### src/rtl/core/ffha_pkg.sv
`default_nettype none

package ffha_pkg;

  // arena defaults and fixed header layout
  localparam int ARENA_BYTES_DEF = 8192;
  localparam int HEADER_BYTES    = 4;
  localparam int WORD_MASK       = 3;
  localparam int WORD_SHIFT      = 2;

  // fixed field widths
  localparam int SIZE_IN_W = 16;
  localparam int OFF_IN_W  = 13;
  localparam int NEED_W    = 17;
  localparam int STATUS_W  = 2;

  // request types
  localparam logic REQ_ALLOC = 1'b0;
  localparam logic REQ_FREE  = 1'b1;

  // result codes
  localparam logic [STATUS_W-1:0] ST_OK       = 2'd0;
  localparam logic [STATUS_W-1:0] ST_NOFIT    = 2'd1;
  localparam logic [STATUS_W-1:0] ST_ZERO     = 2'd2;
  localparam logic [STATUS_W-1:0] ST_NOTFOUND = 2'd3;

  // header memory operations
  localparam logic [3:0] MEM_NONE     = 4'd0;
  localparam logic [3:0] MEM_RD_CUR   = 4'd1;
  localparam logic [3:0] MEM_RD_NODE  = 4'd2;
  localparam logic [3:0] MEM_RD_SUCC  = 4'd3;
  localparam logic [3:0] MEM_WR_INIT  = 4'd4;
  localparam logic [3:0] MEM_WR_WHOLE = 4'd5;
  localparam logic [3:0] MEM_WR_REM   = 4'd6;
  localparam logic [3:0] MEM_WR_HEAD  = 4'd7;
  localparam logic [3:0] MEM_WR_WORK  = 4'd8;

  typedef struct packed {
    logic                load;
    logic [3:0]          mem_op;
    logic                adv;
    logic                grab_pred;
    logic                work_node;
    logic                work_succ;
    logic                res_load;
    logic [STATUS_W-1:0] res_code;
    logic                res_pay;
    logic                out_load;
  } cmd_t;

  typedef struct packed {
    logic is_free;
    logic zero_req;
    logic too_big;
    logic bad_off;
    logic node_zero;
    logic fit;
    logic exact;
    logic no_split;
    logic next_zero;
    logic hit;
    logic succ_cand;
  } sts_t;

endpackage

`default_nettype wire

### src/rtl/core/ffha_ctrl.sv
`default_nettype none

module ffha_ctrl
  import ffha_pkg::*;
(
  input  wire logic clk,
  input  wire logic rst,
  input  wire logic in_valid,
  output logic      in_ready,
  output logic      out_valid,
  input  wire logic out_ready,
  input  wire sts_t sts,
  output cmd_t      cmd
);

  localparam logic [3:0] S_INIT   = 4'd0;
  localparam logic [3:0] S_IDLE   = 4'd1;
  localparam logic [3:0] S_CHK    = 4'd2;
  localparam logic [3:0] S_A_RD   = 4'd3;
  localparam logic [3:0] S_A_EV   = 4'd4;
  localparam logic [3:0] S_A_SPL  = 4'd5;
  localparam logic [3:0] S_F_RD   = 4'd6;
  localparam logic [3:0] S_F_EV   = 4'd7;
  localparam logic [3:0] S_F_NRD  = 4'd8;
  localparam logic [3:0] S_F_NEV  = 4'd9;
  localparam logic [3:0] S_F_SCHK = 4'd10;
  localparam logic [3:0] S_F_SEV  = 4'd11;
  localparam logic [3:0] S_F_WR   = 4'd12;
  localparam logic [3:0] S_DONE   = 4'd13;

  logic [3:0] state;
  logic [3:0] state_next;
  logic       slot_free;

  assign in_ready  = state == S_IDLE;
  assign slot_free = !out_valid || out_ready;

  always_comb begin
    cmd        = '0;
    state_next = state;
    case (state)
      S_INIT: begin
        cmd.mem_op = MEM_WR_INIT;
        state_next = S_IDLE;
      end
      S_IDLE: begin
        if (in_valid) begin
          cmd.load   = 1'b1;
          state_next = S_CHK;
        end
      end
      S_CHK: begin
        if (!sts.is_free) begin
          if (sts.zero_req) begin
            cmd.res_load = 1'b1;
            cmd.res_code = ST_ZERO;
            state_next   = S_DONE;
          end else if (sts.too_big) begin
            cmd.res_load = 1'b1;
            cmd.res_code = ST_NOFIT;
            state_next   = S_DONE;
          end else begin
            state_next = S_A_RD;
          end
        end else if (sts.bad_off) begin
          cmd.res_load = 1'b1;
          cmd.res_code = ST_NOTFOUND;
          state_next   = S_DONE;
        end else if (sts.node_zero) begin
          state_next = S_F_NRD;
        end else begin
          state_next = S_F_RD;
        end
      end
      S_A_RD: begin
        cmd.mem_op = MEM_RD_CUR;
        state_next = S_A_EV;
      end
      S_A_EV: begin
        if (sts.fit && sts.exact) begin
          cmd.mem_op   = MEM_WR_WHOLE;
          cmd.res_load = 1'b1;
          cmd.res_code = ST_OK;
          cmd.res_pay  = 1'b1;
          state_next   = S_DONE;
        end else if (sts.fit && !sts.no_split) begin
          cmd.mem_op = MEM_WR_REM;
          state_next = S_A_SPL;
        end else if (sts.next_zero) begin
          cmd.res_load = 1'b1;
          cmd.res_code = ST_NOFIT;
          state_next   = S_DONE;
        end else begin
          cmd.adv    = 1'b1;
          state_next = S_A_RD;
        end
      end
      S_A_SPL: begin
        cmd.mem_op   = MEM_WR_HEAD;
        cmd.res_load = 1'b1;
        cmd.res_code = ST_OK;
        cmd.res_pay  = 1'b1;
        state_next   = S_DONE;
      end
      S_F_RD: begin
        cmd.mem_op = MEM_RD_CUR;
        state_next = S_F_EV;
      end
      S_F_EV: begin
        cmd.grab_pred = 1'b1;
        if (sts.next_zero) begin
          cmd.res_load = 1'b1;
          cmd.res_code = ST_NOTFOUND;
          state_next   = S_DONE;
        end else if (sts.hit) begin
          state_next = S_F_NRD;
        end else begin
          cmd.adv    = 1'b1;
          state_next = S_F_RD;
        end
      end
      S_F_NRD: begin
        cmd.mem_op = MEM_RD_NODE;
        state_next = S_F_NEV;
      end
      S_F_NEV: begin
        cmd.work_node = 1'b1;
        state_next    = S_F_SCHK;
      end
      S_F_SCHK: begin
        if (sts.succ_cand) begin
          cmd.mem_op = MEM_RD_SUCC;
          state_next = S_F_SEV;
        end else begin
          cmd.mem_op   = MEM_WR_WORK;
          cmd.res_load = 1'b1;
          cmd.res_code = ST_OK;
          state_next   = S_DONE;
        end
      end
      S_F_SEV: begin
        cmd.work_succ = 1'b1;
        state_next    = S_F_WR;
      end
      S_F_WR: begin
        cmd.mem_op   = MEM_WR_WORK;
        cmd.res_load = 1'b1;
        cmd.res_code = ST_OK;
        state_next   = S_DONE;
      end
      S_DONE: begin
        if (slot_free) begin
          cmd.out_load = 1'b1;
          state_next   = S_IDLE;
        end
      end
      default: state_next = S_IDLE;
    endcase
  end

  always_ff @(posedge clk) begin
    if (rst) begin
      state     <= S_INIT;
      out_valid <= 1'b0;
    end else begin
      state <= state_next;
      if (state == S_DONE && slot_free) begin
        out_valid <= 1'b1;
      end else if (out_ready) begin
        out_valid <= 1'b0;
      end
    end
  end

endmodule

`default_nettype wire

### config.mk
export PLATFORM = sky130hd
export DESIGN_NAME = ffha_ctrl
export DESIGN_NICKNAME = d
export VERILOG_FILES = /design/src/rtl/core/ffha_pkg.sv /design/src/rtl/core/ffha_ctrl.sv
export SDC_FILE = /design/constraint.sdc
export NUM_CORES = 1
export LEC_CHECK = 0
export BUFFER_PORTS_ARGS = -buffer_cell sky130_fd_sc_hd__buf_2
export CORE_MARGIN = 5
export CORE_UTILIZATION = 31
export CTS_CLUSTER_DIAMETER = 30
export DETAILED_ROUTE_END_ITERATION = 8
export GPL_ROUTABILITY_DRIVEN = 1
export PLACE_DENSITY = 0.64
export SYNTH_ARGS = -nofsm -noshare
export SYNTH_HDL_FRONTEND = slang
export SYNTH_SLANG_ARGS = --single-unit
### constraint.sdc
create_clock -name clk -period 1.7 [get_ports clk]
set_input_delay 0.34 -clock clk [delete_from_list [all_inputs] [get_ports clk]]
set_output_delay 0.34 -clock clk [all_outputs]
set_load 0.02 [all_outputs]
==> flow_summary.ini <==
[setup_path]
critPathMaxFanout = 3
arrival_ps = 1620
rr_worst_depth = 4
crit_path_end_kind = primary output
crit_required_ps = 1360
crit_type = reg2out
worstSetupStartpointType = register

[clock_tree]
h-tree-depth = 1
clockBufferDepth = 2
clk_pin_slew_worst_paths_ps = 40
cts_hold_buf = 0
cts_tree = built
root_buffer = clkbuf_4
cts_sinks = 5
clock_latency_ps = 240
numCtsBuffers = 3

[power]
peakVddDrop_mv = 0.293
pwr-share-comb_pct = 68.1
power.density_nw_per_um2 = 728
seqPwrFrac_pct = 16.4
switching_power_mw = 0.367
intPower_mw = 0.513
leakage_nw = 0.531
power.share.clock_pct = 15.5
finalPower_mw = 0.880
switching_share_pct = 41.7

[sta]
slew_headroom_pct = 65.5
layout_min_cycle_time_ps = 1960
fin_ws_ps = -257
rsz0062_at_grt = true
max_slew.worst_pin.slew_ps = 505
hold_viol = 0
finalCritPeriodShare_pct = 115
setup_viol = 8
fin_skew_ps = 2.69
fmax_mhz = 511
setup_tns_ps = -1030
report.final.slew_viol_count = 0

[logic_synthesis]
ys_async_sr_fraction_pct = 0
ys.warnings.count = 0
mappedNetlistNets = 117
synth.avg_cell_area_um2 = 6.56
seq_area_frac_synth_pct = 15.0
synth_cell_types = 40
syn-cell-area_um2 = 669
yosys_most_used_dff = dfxtp_1
synthCells = 102
synth-seq-cells = 5
synth_edf_count = 0

[job]
cap_violations = 0

[layout]
n_antenna_cell = 0
finish.instance_area_um2 = 1210
drive_gt1_share_pct = 52.9
fin_nets = 169
syn_to_final_growth_pct = 80.7
fill_cells = 189

[floorplan]
rows = 16
core_area_um2 = 2000
die_y_um = 56.5
fp.dieW_um = 56.5
io_pins = 31
dieArea_um2 = 3190
start_util_pct = 33.4

[place]
detailedPlace.worstSlack_ps = -15.3
port_buffers = 30
hpwl_um = 1850
place.gp.congestion = 0.832
detailed_place.area_um2 = 930

[detailed_routing]
drtIter0Drc = 55
routedWlPerCell_um = 14.7
drcViolationCount = 0
first_pass_iters = 4
postRouteAntennaNets = 0
wirelength_um = 2650
vias = 998
vias_per_cell = 5.54

[status]
violations = setup timing
status = complete, but fails checks

[worst_hold_path]
hp-class = in2reg
hold_depth = 2

[grt]
grt_pass1_vias = 823
grt_usage_pct = 14.1
grt-ovfl-total = 0
grt_pass1_wl_um = 3700
antenna_found_initial = 0
grt_max_degree = 15
## worst max-delay path, stage by stage (launching register included)
cell,delay [ps]
dfxtp_2,320
or4b_4,550
or2_1,250
o211ai_1,90
buf_4,170
## cells in the mapped netlist (2+ instances only)
| cell type | count | area share [%] |
|---|---|---|
| a2111oi_0 | 2 | 2.6 |
| a21oi_1 | 8 | 6.0 |
| a41oi_1 | 3 | 3.9 |
| buf_2 | 4 | 3.0 |
| clkbuf_1 | 2 | 1.1 |
| dfxtp_1 | 5 | 15 |
| inv_1 | 6 | 3.4 |
| nand2_1 | 5 | 2.8 |
| nand2b_1 | 7 | 6.5 |
| nand3_1 | 2 | 1.5 |
| nor2_1 | 12 | 6.7 |
| nor2b_1 | 2 | 1.9 |
| nor3_1 | 7 | 5.2 |
| nor3b_1 | 2 | 2.2 |
| o21ai_0 | 9 | 6.7 |
| o21bai_1 | 2 | 2.2 |
## per-layer routing
layer / part of all wire (%) / vias up / track usage [%] / routed length (µm)
met4: 1.0 / 0 / 4.07 / 27
met3: 5.2 / 4 / 1.38 / 138
li1: - / 488 / - / -
met1: 41 / 467 / 17.5 / 1080
met2: 53 / 39 / 25.4 / 1410
met5: 0 / - / 0 / 0
## power groups by stage
stage | sequential, mW | combinational (mW) | clock [mW]
final | 0.144 | 0.599 | 0.137
after detailed placement | 0.140 | 0.410 | 0
after global routing | 0.145 | 0.636 | 0.144
after global placement | 0.140 | 0.403 | 0
after floorplan | 0.143 | 0.262 | 0
after CTS | 0.140 | 0.457 | 0.139
## final cells by class
class / instances / area, µm² / share of cell area, %
Multi-Input combinational cell: 85 / 617 / 51.0
Timing Repair Buffer: 53 / 405 / 33.5
Sequential cell: 5 / 103 / 8.48
Tap cell: 27 / 33.8 / 2.79
Clock buffer: 4 / 26.3 / 2.17
Inverter: 6 / 25.0 / 2.07
## registers in the layout, indices dropped and copies added, names as in the netlist
name and flops:
out_valid 1, state 4
## worst paths after layout
path,start,to,slack (ps)
max,state[1]$_SDFFE_PP0P_,cmd[4],-260
min,rst,state[1]$_SDFFE_PP0P_,330
max reg2reg,state[1]$_SDFFE_PP0P_,state[1]$_SDFFE_PP0P_,150
min reg2reg,out_valid$_SDFFE_PP0P_,out_valid$_SDFFE_PP0P_,690
## cells by family (layout without fill, tap and decap cells)
family	Yosys count	after routing	synth area share, %
compound gates	37	37	38.3
buf+inv	12	63	7.48
flops	5	5	15.0
simple gates	48	48	39.3
## through the flow
| step | utilization, % | std cells | hold slack (ps) |
|---|---|---|---|
| after floorplan | - | 102 | 409 |
| after global placement | 46.4 | 164 | 591 |
| after detailed placement | 46.4 | 164 | 595 |
| after CTS | 50.9 | 169 | 340 |
| after global routing | 60.4 | 180 | 343 |
| final | 60.4 | 180 | 334 |
## repair_timing
action	in CTS	in global routing
hold endpoints to repair	0	0
endpoints found under the setup margin	12	14
setup buffers	1	10
pin swaps	4	6
cloned	0	1
gates resized for setup	17	25
## placed cells by master (no fill, tap or decap), types with 2 or more instances in the layout
cell       n
o21bai_1   2
buf_12     2
nor3_1     3
nand2_2    2
nand2b_4   2
nand2b_1   5
dfxtp_1    3
dfxtp_2    2
nor3b_1    2
a41oi_1    3
o21ai_0    6
o21ai_1    4
buf_6      8
nor3_4     2
nor2_2     2
nor2_1    10
a21oi_1    7
nand2_1    3
buf_4     24
inv_1      4
a21oi_2    2
nor3_2     2
clkbuf_4   3
buf_2     19
Power figures use the tool's default switching activity.
